File: config.mk
export PLATFORM = sky130hd
export DESIGN_NAME = five_byte_to_eight_char_encoder_flat
export DESIGN_NICKNAME = d
export VERILOG_FILES = /design/src/fbenc_pkg.sv /design/src/fbenc_if.sv /design/src/five_byte_to_eight_char_encoder.sv /design/src/fbenc_symbol_map.sv /design/src/flat_wrapper.sv
export SDC_FILE = /design/constraint.sdc
export NUM_CORES = 1
export LEC_CHECK = 0
export BUFFER_PORTS_ARGS = -buffer_cell sky130_fd_sc_hd__buf_4
export CELL_PAD_IN_SITES_DETAIL_PLACEMENT = 1
export CELL_PAD_IN_SITES_GLOBAL_PLACEMENT = 1
export CORE_MARGIN = 1
export CORE_UTILIZATION = 45
export DETAILED_ROUTE_END_ITERATION = 12
export PLACE_DENSITY_LB_ADDON = 0.05
export SLEW_MARGIN = 20
export SYNTH_ARGS = -nofsm -noshare
export SYNTH_HDL_FRONTEND = slang
export SYNTH_HIERARCHICAL = 1
export SYNTH_SLANG_ARGS = --single-unit
export TNS_END_PERCENT = 10
File: constraint.sdc
create_clock -name clk -period 3.4 [get_ports clk]
set_input_delay 0.17 -clock clk [delete_from_list [all_inputs] [get_ports clk]]
set_output_delay 0.17 -clock clk [all_outputs]
set_load 0.05 [all_outputs]
File: src/fbenc_pkg.sv
// Package for the five-byte to eight-symbol encoder: sizes, types and the code-to-ASCII map.
// Has no dependencies. The interfaces and all encoder modules import it.
`timescale 1ns / 1ps
`default_nettype none

package fbenc_pkg;

    localparam int GROUP_BYTES   = 5;
    localparam int STORE_DEPTH   = GROUP_BYTES - 1;
    localparam int BLOCK_SYMBOLS = 8;
    localparam int CODE_W        = 5;
    localparam int SYMBOL_W      = 7;
    localparam int GROUP_W       = 8 * GROUP_BYTES;
    localparam int FILL_W        = 3;
    localparam int STORE_IDX_W   = 2;

    // Input kinds.
    localparam logic KIND_DATA = 1'b0;
    localparam logic KIND_END  = 1'b1;

    localparam logic [7:0] PAD_MARK = 8'h80;

    localparam logic [CODE_W-1:0]   LETTER_COUNT = 5'd26;
    localparam logic [SYMBOL_W-1:0] CHAR_A       = 7'h61;
    // Code 26 maps to '0' (0x30), so digits are the code plus 22.
    localparam logic [SYMBOL_W-1:0] DIGIT_OFFSET = 7'd22;

    typedef logic [7:0]          byte_t;
    typedef logic [GROUP_W-1:0]  group_t;
    typedef logic [CODE_W-1:0]   code_t;
    typedef logic [SYMBOL_W-1:0] symbol_t;
    typedef logic [FILL_W-1:0]   fill_t;
    typedef symbol_t [BLOCK_SYMBOLS-1:0] block_t;

    function automatic symbol_t code_to_symbol(input code_t code);
        symbol_t wide_code;
        wide_code = {{(SYMBOL_W-CODE_W){1'b0}}, code};
        if (code < LETTER_COUNT)
        begin
            return CHAR_A + wide_code;
        end
        return wide_code + DIGIT_OFFSET;
    endfunction

endpackage

`default_nettype wire

File: src/fbenc_if.sv
// Stream interfaces of the encoder: the byte channel and the symbol block channel.
// Each carries valid, ready and its payload. Depends on fbenc_pkg.
`timescale 1ns / 1ps
`default_nettype none

interface fbenc_byte_if;
    import fbenc_pkg::*;

    logic  valid;
    logic  ready;
    logic  kind;
    byte_t data_byte;

    modport source (output valid, output kind, output data_byte, input ready);
    modport sink   (input valid, input kind, input data_byte, output ready);
endinterface

interface fbenc_block_if;
    import fbenc_pkg::*;

    logic    valid;
    logic    ready;
    symbol_t symbol_0;
    symbol_t symbol_1;
    symbol_t symbol_2;
    symbol_t symbol_3;
    symbol_t symbol_4;
    symbol_t symbol_5;
    symbol_t symbol_6;
    symbol_t symbol_7;
    logic    final_block;

    modport source (output valid, output symbol_0, output symbol_1, output symbol_2,
                    output symbol_3, output symbol_4, output symbol_5, output symbol_6,
                    output symbol_7, output final_block, input ready);
    modport sink   (input valid, input symbol_0, input symbol_1, input symbol_2,
                    input symbol_3, input symbol_4, input symbol_5, input symbol_6,
                    input symbol_7, input final_block, output ready);
endinterface

`default_nettype wire

File: src/five_byte_to_eight_char_encoder.sv
// Top level of the five-byte to eight-symbol encoder: byte collection, padding and output.
// Depends on fbenc_pkg, fbenc_if and fbenc_symbol_map.
`timescale 1ns / 1ps
`default_nettype none

// The encoder takes one request per clock on byte_ch while byte_ch is ready, either a data
// byte or an end-of-stream mark, and sends one block of eight ASCII symbols on block_ch for
// every fifth data byte and for every end-of-stream mark. Throughput is one request per cycle
// with no gaps while block_ch takes blocks, also while blocks are being produced. A closed
// group goes into the group register (the assembled 40-bit group) and from there into the
// output register (the mapped symbols). When block_ch stalls, these two registers absorb it,
// and byte_ch stops accepting only when both are full. An end-of-stream mark pads the open
// group with 0x80 in its first empty byte and zeros after it, and the block is flagged with
// final_block; an empty group therefore gives "qaaaaaaa". Each mark starts a new stream.
module five_byte_to_eight_char_encoder (
    input  wire logic     clk,
    input  wire logic     rst_n,
    fbenc_byte_if.sink    byte_ch,
    fbenc_block_if.source block_ch
);
    import fbenc_pkg::*;

    // Open group: first four bytes and how many of them are held.
    byte_t  store_reg [STORE_DEPTH];
    fill_t  fill_count_reg;
    fill_t  fill_count_next;

    // Group stage.
    logic   grp_valid_reg;
    logic   grp_valid_next;
    group_t grp_data_reg;
    logic   grp_final_reg;

    // Output stage.
    logic   out_valid_reg;
    logic   out_valid_next;
    block_t out_symbols_reg;
    logic   out_final_reg;

    logic   byte_fire;
    logic   group_full;
    logic   emit;
    logic   out_load_ok;
    logic   grp_advance;
    group_t group_next;
    block_t symbols;

    assign byte_fire   = byte_ch.valid && byte_ch.ready;
    assign group_full  = (fill_count_reg == fill_t'(STORE_DEPTH));
    // A block goes out for an end-of-stream mark or for the byte that completes a group.
    assign emit        = (byte_ch.kind == KIND_END) || group_full;
    assign out_load_ok = !out_valid_reg || block_ch.ready;
    assign grp_advance = grp_valid_reg && out_load_ok;

    assign byte_ch.ready = !grp_valid_reg || out_load_ok;

    // Assemble the group. Bytes below the fill count come from the store, a data byte fills the
    // last byte, the first empty byte takes the pad mark at end of stream, and the rest are zero
    // so that stale entries never reach the output.
    always_comb
    begin
        group_next = '0;
        for (int i = 0; i < STORE_DEPTH; i++)
        begin
            if (fill_t'(i) < fill_count_reg)
            begin
                group_next[GROUP_W-1-8*i -: 8] = store_reg[i];
            end
            else if ((fill_t'(i) == fill_count_reg) && (byte_ch.kind == KIND_END))
            begin
                group_next[GROUP_W-1-8*i -: 8] = PAD_MARK;
            end
        end
        if (byte_ch.kind == KIND_DATA)
        begin
            group_next[7:0] = byte_ch.data_byte;
        end
        else if (group_full)
        begin
            group_next[7:0] = PAD_MARK;
        end
    end

    always_comb
    begin
        fill_count_next = fill_count_reg;
        if (byte_fire)
        begin
            fill_count_next = emit ? '0 : fill_count_reg + fill_t'(1);
        end
    end

    always_comb
    begin
        grp_valid_next = grp_valid_reg;
        if (byte_fire && emit)
        begin
            grp_valid_next = 1'b1;
        end
        else if (grp_advance)
        begin
            grp_valid_next = 1'b0;
        end
    end

    always_comb
    begin
        out_valid_next = out_valid_reg;
        if (grp_advance)
        begin
            out_valid_next = 1'b1;
        end
        else if (block_ch.ready)
        begin
            out_valid_next = 1'b0;
        end
    end

    always_ff @(posedge clk or negedge rst_n)
    begin
        if (!rst_n)
        begin
            fill_count_reg <= '0;
            grp_valid_reg  <= 1'b0;
            out_valid_reg  <= 1'b0;
        end
        else
        begin
            fill_count_reg <= fill_count_next;
            grp_valid_reg  <= grp_valid_next;
            out_valid_reg  <= out_valid_next;
        end
    end

    // Byte store and payload registers carry no reset.
    always_ff @(posedge clk)
    begin
        if (byte_fire && !emit)
        begin
            store_reg[fill_count_reg[STORE_IDX_W-1:0]] <= byte_ch.data_byte;
        end
        if (byte_fire && emit)
        begin
            grp_data_reg  <= group_next;
            grp_final_reg <= (byte_ch.kind == KIND_END);
        end
        if (grp_advance)
        begin
            out_symbols_reg <= symbols;
            out_final_reg   <= grp_final_reg;
        end
    end

    fbenc_symbol_map u_symbol_map (
        .group   (grp_data_reg),
        .symbols (symbols)
    );

    assign block_ch.valid       = out_valid_reg;
    assign block_ch.symbol_0    = out_symbols_reg[0];
    assign block_ch.symbol_1    = out_symbols_reg[1];
    assign block_ch.symbol_2    = out_symbols_reg[2];
    assign block_ch.symbol_3    = out_symbols_reg[3];
    assign block_ch.symbol_4    = out_symbols_reg[4];
    assign block_ch.symbol_5    = out_symbols_reg[5];
    assign block_ch.symbol_6    = out_symbols_reg[6];
    assign block_ch.symbol_7    = out_symbols_reg[7];
    assign block_ch.final_block = out_final_reg;

`ifndef SYNTHESIS
    // The open group never holds more than four bytes.
    a_fill_range: assert property (@(posedge clk) disable iff (!rst_n)
        fill_count_reg <= fill_t'(STORE_DEPTH))
        else $error("fill count beyond the store depth");

    // Any end-of-stream mark closes the group.
    a_end_clears: assert property (@(posedge clk) disable iff (!rst_n)
        byte_fire && (byte_ch.kind == KIND_END) |=> fill_count_reg == '0 && grp_valid_reg
        && grp_final_reg)
        else $error("end of stream did not close the group");

    // The fifth data byte produces a non-final block.
    a_full_emits: assert property (@(posedge clk) disable iff (!rst_n)
        byte_fire && (byte_ch.kind == KIND_DATA) && group_full |=> grp_valid_reg
        && !grp_final_reg && fill_count_reg == '0)
        else $error("completed group was not passed on");

    // A group held back by a stalled output stays intact.
    a_grp_hold: assert property (@(posedge clk) disable iff (!rst_n)
        grp_valid_reg && !out_load_ok |=> grp_valid_reg && $stable(grp_data_reg)
        && $stable(grp_final_reg))
        else $error("stalled group was lost or changed");

    // A moving group always lands in the output register.
    a_out_load: assert property (@(posedge clk) disable iff (!rst_n)
        grp_advance |=> out_valid_reg && out_final_reg == $past(grp_final_reg))
        else $error("group did not reach the output register");
`endif

endmodule

`default_nettype wire

File: src/fbenc_symbol_map.sv
// Combinational map of one 40-bit group to eight ASCII symbols (interleaved bit codes).
// Depends on fbenc_pkg.
`timescale 1ns / 1ps
`default_nettype none

module fbenc_symbol_map (
    input  fbenc_pkg::group_t group,
    output fbenc_pkg::block_t symbols
);
    import fbenc_pkg::*;

    localparam int PAIRS = BLOCK_SYMBOLS / 2;

    code_t code_odd  [PAIRS];
    code_t code_even [PAIRS];

    // Odd bits of the group, MSB first, feed the even-numbered symbols; even bits the others.
    for (genvar k = 0; k < PAIRS; k++)
    begin : g_pair
        for (genvar j = 0; j < CODE_W; j++)
        begin : g_bit
            assign code_odd[k][CODE_W-1-j]  = group[GROUP_W-1-2*(CODE_W*k+j)];
            assign code_even[k][CODE_W-1-j] = group[GROUP_W-2-2*(CODE_W*k+j)];
        end
        assign symbols[2*k]   = code_to_symbol(code_odd[k]);
        assign symbols[2*k+1] = code_to_symbol(code_even[k]);
    end

endmodule

`default_nettype wire
File: src/flat_wrapper.sv
// flat-port wrapper written by rule: the top's interface ports become plain ports
module five_byte_to_eight_char_encoder_flat import fbenc_pkg::*;
  (clk, rst_n, byte_ch_valid, byte_ch_kind, byte_ch_data_byte, byte_ch_ready, block_ch_valid, block_ch_symbol_0, block_ch_symbol_1, block_ch_symbol_2, block_ch_symbol_3, block_ch_symbol_4, block_ch_symbol_5, block_ch_symbol_6, block_ch_symbol_7, block_ch_final_block, block_ch_ready);
  fbenc_byte_if byte_ch_i ();
  fbenc_block_if block_ch_i ();
  input  wire logic clk;
  input  wire logic rst_n;
  input wire logic [$bits(byte_ch_i.valid)-1:0] byte_ch_valid;
  input wire logic [$bits(byte_ch_i.kind)-1:0] byte_ch_kind;
  input wire logic [$bits(byte_ch_i.data_byte)-1:0] byte_ch_data_byte;
  output wire logic [$bits(byte_ch_i.ready)-1:0] byte_ch_ready;
  output wire logic [$bits(block_ch_i.valid)-1:0] block_ch_valid;
  output wire logic [$bits(block_ch_i.symbol_0)-1:0] block_ch_symbol_0;
  output wire logic [$bits(block_ch_i.symbol_1)-1:0] block_ch_symbol_1;
  output wire logic [$bits(block_ch_i.symbol_2)-1:0] block_ch_symbol_2;
  output wire logic [$bits(block_ch_i.symbol_3)-1:0] block_ch_symbol_3;
  output wire logic [$bits(block_ch_i.symbol_4)-1:0] block_ch_symbol_4;
  output wire logic [$bits(block_ch_i.symbol_5)-1:0] block_ch_symbol_5;
  output wire logic [$bits(block_ch_i.symbol_6)-1:0] block_ch_symbol_6;
  output wire logic [$bits(block_ch_i.symbol_7)-1:0] block_ch_symbol_7;
  output wire logic [$bits(block_ch_i.final_block)-1:0] block_ch_final_block;
  input wire logic [$bits(block_ch_i.ready)-1:0] block_ch_ready;
  assign byte_ch_i.valid = byte_ch_valid;
  assign byte_ch_i.kind = byte_ch_kind;
  assign byte_ch_i.data_byte = byte_ch_data_byte;
  assign byte_ch_ready = byte_ch_i.ready;
  assign block_ch_valid = block_ch_i.valid;
  assign block_ch_symbol_0 = block_ch_i.symbol_0;
  assign block_ch_symbol_1 = block_ch_i.symbol_1;
  assign block_ch_symbol_2 = block_ch_i.symbol_2;
  assign block_ch_symbol_3 = block_ch_i.symbol_3;
  assign block_ch_symbol_4 = block_ch_i.symbol_4;
  assign block_ch_symbol_5 = block_ch_i.symbol_5;
  assign block_ch_symbol_6 = block_ch_i.symbol_6;
  assign block_ch_symbol_7 = block_ch_i.symbol_7;
  assign block_ch_final_block = block_ch_i.final_block;
  assign block_ch_i.ready = block_ch_ready;
  five_byte_to_eight_char_encoder u_core (.clk(clk), .rst_n(rst_n), .byte_ch(byte_ch_i), .block_ch(block_ch_i));
endmodule
Word level (Yosys, flattened, before mapping):

Memories as Yosys holds them, arrays and structs flattened.
Index checks and enable logic that the tools add are counted.

* equal/unequal tests: 4
* add/subtract/negate cells: 17
* magnitude comparators: 12
* multiplexer cells: 41
* reduce and logical (&&, ||, !) cells: 17

Operators by type and width (count)
* $mux W7: 16
* $mux W8: 10
* $add A6 B6 Y7 const A: 8
* $add A5 B5 Y6 const B: 8
* $lt A5 B5 Y1 const B: 8
* $mux W1: 14
* $logic_and A1 B1 Y1: 8
* $eq A2 B3 Y1 const A: 2
* $lt A1 B3 Y1 const A: 2
* $lt A2 B3 Y1 const A: 2
* $reduce_bool A2 Y1: 2
* $add A3 B1 Y3 const B: 1
* $eq A1 B3 Y1 const A: 1
* $eq A3 B3 Y1 const B: 1
* $logic_not A1 Y1: 3
* $logic_not A3 Y1: 1
* $logic_or A1 B1 Y1: 3
* $mux W3: 1

* register bits after elaboration: 103
* memories: 1
* word-level logic and storage cells: 106
* RAM bits: 32
* output and inout port bits: 59
* bits of input ports: 13

Memory list
* u_core.store_reg: words 4, bits a word 8, read ports 4, clocked after Yosys merged registers in 0, write ports 1, line five_byte_to_eight_char_encoder.sv:24 `byte_t store_reg [STORE_DEPTH];`

Longest topological paths before layout:

* word-level depth: 7
* mapped depth: 5
* depth with buffers taken out: 5

Hierarchy:

Netlist, hierarchy kept.

By module, submodules not included
* five_byte_to_eight_char_encoder: area each 4583.1 um^2, cells an instance 219, times used 1
* fbenc_symbol_map: area each 1267.5 um^2, cells an instance 200, times used 1

Worst setup path before layout:

Ideal clock, no wire load.

* kind: register to register
* start: register u_core.out_valid_reg (netlist: u_core/block_ch.valid)
* end: register u_core.grp_data_reg[0] (enable)
* period minus slack after synthesis: 3.550 ns
* arrival: 3.111 ns
* library setup time: 0.439 ns
* path buffers: 0
* slack: -0.150 ns
* stages on the path, launching flop included: 5
* data required time: 2.961 ns
* path through: dfrtp_1 and3b_4 inv_1 nand2_1 nor2_1

* word-level cells in the longest chain between the ends: 5

Ends and longest elaborated chain
* from (decl): line five_byte_to_eight_char_encoder.sv:35 `logic out_valid_reg;`
* from (signal assigned): line five_byte_to_eight_char_encoder.sv:131 `out_valid_reg <= out_valid_next;`
* $logic_not A1 Y1: line five_byte_to_eight_char_encoder.sv:52 `assign out_load_ok = !out_valid_reg || block_ch.ready;`
* $logic_or A1 B1 Y1: line five_byte_to_eight_char_encoder.sv:52
* $logic_or A1 B1 Y1: line five_byte_to_eight_char_encoder.sv:55 `assign byte_ch.ready = !grp_valid_reg || out_load_ok;`
* via byte_ch_ready: line flat_wrapper.sv:11 `output wire logic [$bits(byte_ch_i.ready)-1:0] byte_ch_ready;`
* $logic_and A1 B1 Y1: line five_byte_to_eight_char_encoder.sv:48 `assign byte_fire = byte_ch.valid && byte_ch.ready;`
* $logic_and A1 B1 Y1: line five_byte_to_eight_char_encoder.sv:142 `if (byte_fire && emit)`
* to (signal assigned): line five_byte_to_eight_char_encoder.sv:144 `grp_data_reg <= group_next;`
* to (decl): line five_byte_to_eight_char_encoder.sv:31 `group_t grp_data_reg;`

The timed path passes the listed nets, and every way through them passes these cells.
A chain may end at the register's enable or synchronous reset.

Final worst setup path:

* start: register u_core.fill_count_reg[0]
* end: register u_core.grp_data_reg[0] (enable)

* word-level cells in the longest chain between the ends: 3

Ends and longest elaborated chain
* from (decl): line five_byte_to_eight_char_encoder.sv:25 `fill_t fill_count_reg;`
* from (signal assigned): line five_byte_to_eight_char_encoder.sv:129 `fill_count_reg <= fill_count_next;`
* $eq A3 B3 Y1: line five_byte_to_eight_char_encoder.sv:49 `assign group_full = (fill_count_reg == fill_t'(STORE_DEPTH));`
* $logic_or A1 B1 Y1: line five_byte_to_eight_char_encoder.sv:51 `assign emit = (byte_ch.kind == KIND_END) || group_full;`
* $logic_and A1 B1 Y1: line five_byte_to_eight_char_encoder.sv:142

Every way passes these cells.

==> impl_results.md <==
* Status: complete, no violations
* Core area at 12,670 sq um
* RSZ-0062 raised after global routing: no
* Top post-synthesis cells by area: edfxtp_1, ha_1, nor2b_1
* Max Cap Viol at 0
* First-pass GRT wire length at between 15,000 and 20,000 um
* Crit path max fanout at 24
* Placed cells at 661
* Fin crit period at 2.247 ns
* Synthesized cell area at 5851 sq um
* Maximum vdd drop at 0.0004189 V
* Vias in the first global route at between 3,000 and 4,000
* Final HPWL DP at ~7500 um
* PwrDens at 614.7 nW/um^2
* Routed wire per std cell at 15.68 um
* Synth area leader: edfxtp_1
* Critical Path Start Type: flop
* Leakage at about 2.7 nW
* Seq cells post-synth at 135
* Crit path kind: reg2reg
* Measured slew at the worst slew-check pin at approximately 0.6 ns
* CP endpoint kind: flop
* DRT Pass-1 Iters at 4
* Post-DR vias/cell at 5.028
* Final Max Tran Viols at 0
* Final worst slack at 1.153 ns
* Top cell type's share of synthesized area at around two thirds
* Worst Path Arrival at around 2.3 ns
* Commonest non-fill, non-tap cell in the layout: edfxtp_1
* Max clock buf depth at 2
* # setup viols final at 0
* Via count at roughly 3,500
* DP Worst Slack at 1.151 ns
* CTS tree: built
* Area Growth Syn to Fin at 24.40%
* Distinct cell type count after synthesis at 33
* CP top delay family: buffers and inverters
* Antenna Nets Post-Route at 0
* CTS sink count at 135
* Crit-path cells: inv_1 > ha_1 > a21oi_1 > nor2_4 > buf_4
* I/O pin count at 72
* Diode count at 0
* Global route overflow at 0
* Fmax at 0.4450 GHz
* Data required, critical path at 3.50 ns
* Final cell count without fillers at 702
* Drt total wl at 11,010 um
* Drt drc at 0
* Syn Area/Cell at 13.96 sq um
* PostCTS Resize Cnt at 0
* Synth Instances at 419
* Inserted Clock Buffers at 17
* Share of the yosys chip area belonging to registers at between 60 and 70%
* CTS clk-pin slew, worst paths at 0.05 ns
* Starting density of the core at 46.17%
* Tot Pwr at ~4.5 mW
* Htree depth at 4
* Clock Skews at 0.007719 ns
* Pin count of the biggest net entering global routing at 34
* Layout cells sized above 1 at 21.89%
* Slew headroom at approximately three fifths
* Clk Latency, worst-skew pair at 0.42 ns
* Max stage delay on crit path at 0.48 ns
* Critical path's slowest cell: dfrtp_1
* Final GP Congestion at 0.7738
* Die H at 116.0 um
* Hold crit path type: in2reg
* Die area at between 10,000 and 15,000 sq um
* CTS root buf: clkbuf_16
* Syn_nets at 460
* Die width at between 100 and 150 um
* PortBufs at 71
* Most frequent cells in the layout: edfxtp_1, buf_4, nand2_1, o21ai_0, nor2b_1
* Tcrit/Tclk final at 66.09%
* Max FFs per register at 40
* WP buf/inv at 2
* Iter 0 DRT Violations at about 130
* Hold Fails Final Rpt at 0
* GRT Resource Usage Total at 17.60%
* Synth warnings at 6
* Cell row count at 41
* Setup TNS at 0 ns
* Nets at around 560
* Initial antenna violation count at 0
## layer usage
| layer | share of wire (%) | GRT usage, % | vias up |
|---|---|---|---|
| met5 | 0 | 0 | - |
| met4 | 1.9 | 8.205 | 0 |
| met3 | 3.1 | 5.073 | 16 |
| met2 | 50 | 28.02 | 61 |
| met1 | 45 | 22.30 | 1722 |
| li1 | - | - | 1731 |
## through the flow
step | hold WS [ns] | util [%] | area [sq um]
after CTS | 0.04100 | 57.44 | 7278
after detailed placement | -0.02338 | 52.11 | 6603
after global placement | -0.02301 | 52.11 | 6603
final | 0.05367 | 57.44 | 7278
after floorplan | -0.1256 | - | 5853
after global routing | 0.05126 | 57.44 | 7278
## power by group
part           total [mW]  internal [mW]  switching, mW
logic               0.609          0.198          0.411
registers            2.08           1.99         0.0916
clock network        1.79           1.11          0.675
total                4.47           3.30           1.18
## logic make-up after synthesis
kind of cell             synth area share [%]
flip-flops                              68.86
AND/OR/NAND/NOR                         14.69
AO/OA/AOI/OAI                           6.052
XOR/XNOR                                2.395
multiplexers                           0.1925
adder cells (fa/ha/maj)                 5.988
buffers and inverters                   1.818
## synth_stat cells
library cell and count:
a31oi_1 2, a31o_2 1, clkbuf_1 1, a21oi_2 1, nor2_1 1, mux2_2 1, nand4b_1 1, o211ai_1 1
nor2b_1 30, a22o_1 1, o32ai_1 2, a21o_1 1, a21oi_1 15, nor2_2 1, edfxtp_1 130, xor2_1 16
nand3_1 27, nor3_4 2, buf_6 1, inv_1 23, and3_2 3, a311oi_1 6, nand2_1 45, o21ai_0 31
dfrtp_1 5, nand2b_1 10, ha_1 28, and2_1 12, or3b_1 6, and3b_4 1, nand3b_1 8, and3_1 5
buf_2 1
## final cells by class
class                      instances  area (sq um)
clock buffer                      20         456.7
clock inverter                    12         128.9
fill                            1276          5393
inverter                          23         86.33
multi-input combinational        258          1724
sequential                       135          4029
tap                              172         215.2
timing repair buffer              82         638.1
## worst paths after layout
path / startpoint / to / slack (ns) / cells past startpoint
max in group asynchronous: rst_n / u_core/block_ch.valid / 3.16 / 2
worst max-delay path: u_core/fill_count_reg[0] / u_core/grp_data_reg[0] / 1.15 / 5
worst max register to register: u_core/fill_count_reg[0] / u_core/grp_data_reg[0] / 1.15 / 5
worst min-delay path: block_ch_ready / u_core/block_ch.valid / 0.05 / 3
worst min register to register: u_core/grp_final_reg / u_core/block_ch.final_block / 0.42 / 0
min in group asynchronous: rst_n / u_core/grp_valid_reg / 0.13 / 2
## tightest hold or removal path, delay by kind of cell
kind / cells / cell delay (ns)
AND/OR/NAND/NOR: 2 / 0.18
buffers and inverters: 1 / 0.08
## timing repair
action / 4_1_cts / 5_1_grt
setup endpoints to repair: 0 / 0
hold buffers: 9 / 0
hold endpoints to repair: 37 / 0
buffers inserted: 0 / 0
No activity file was read; power rests on OpenSTA's default activity.
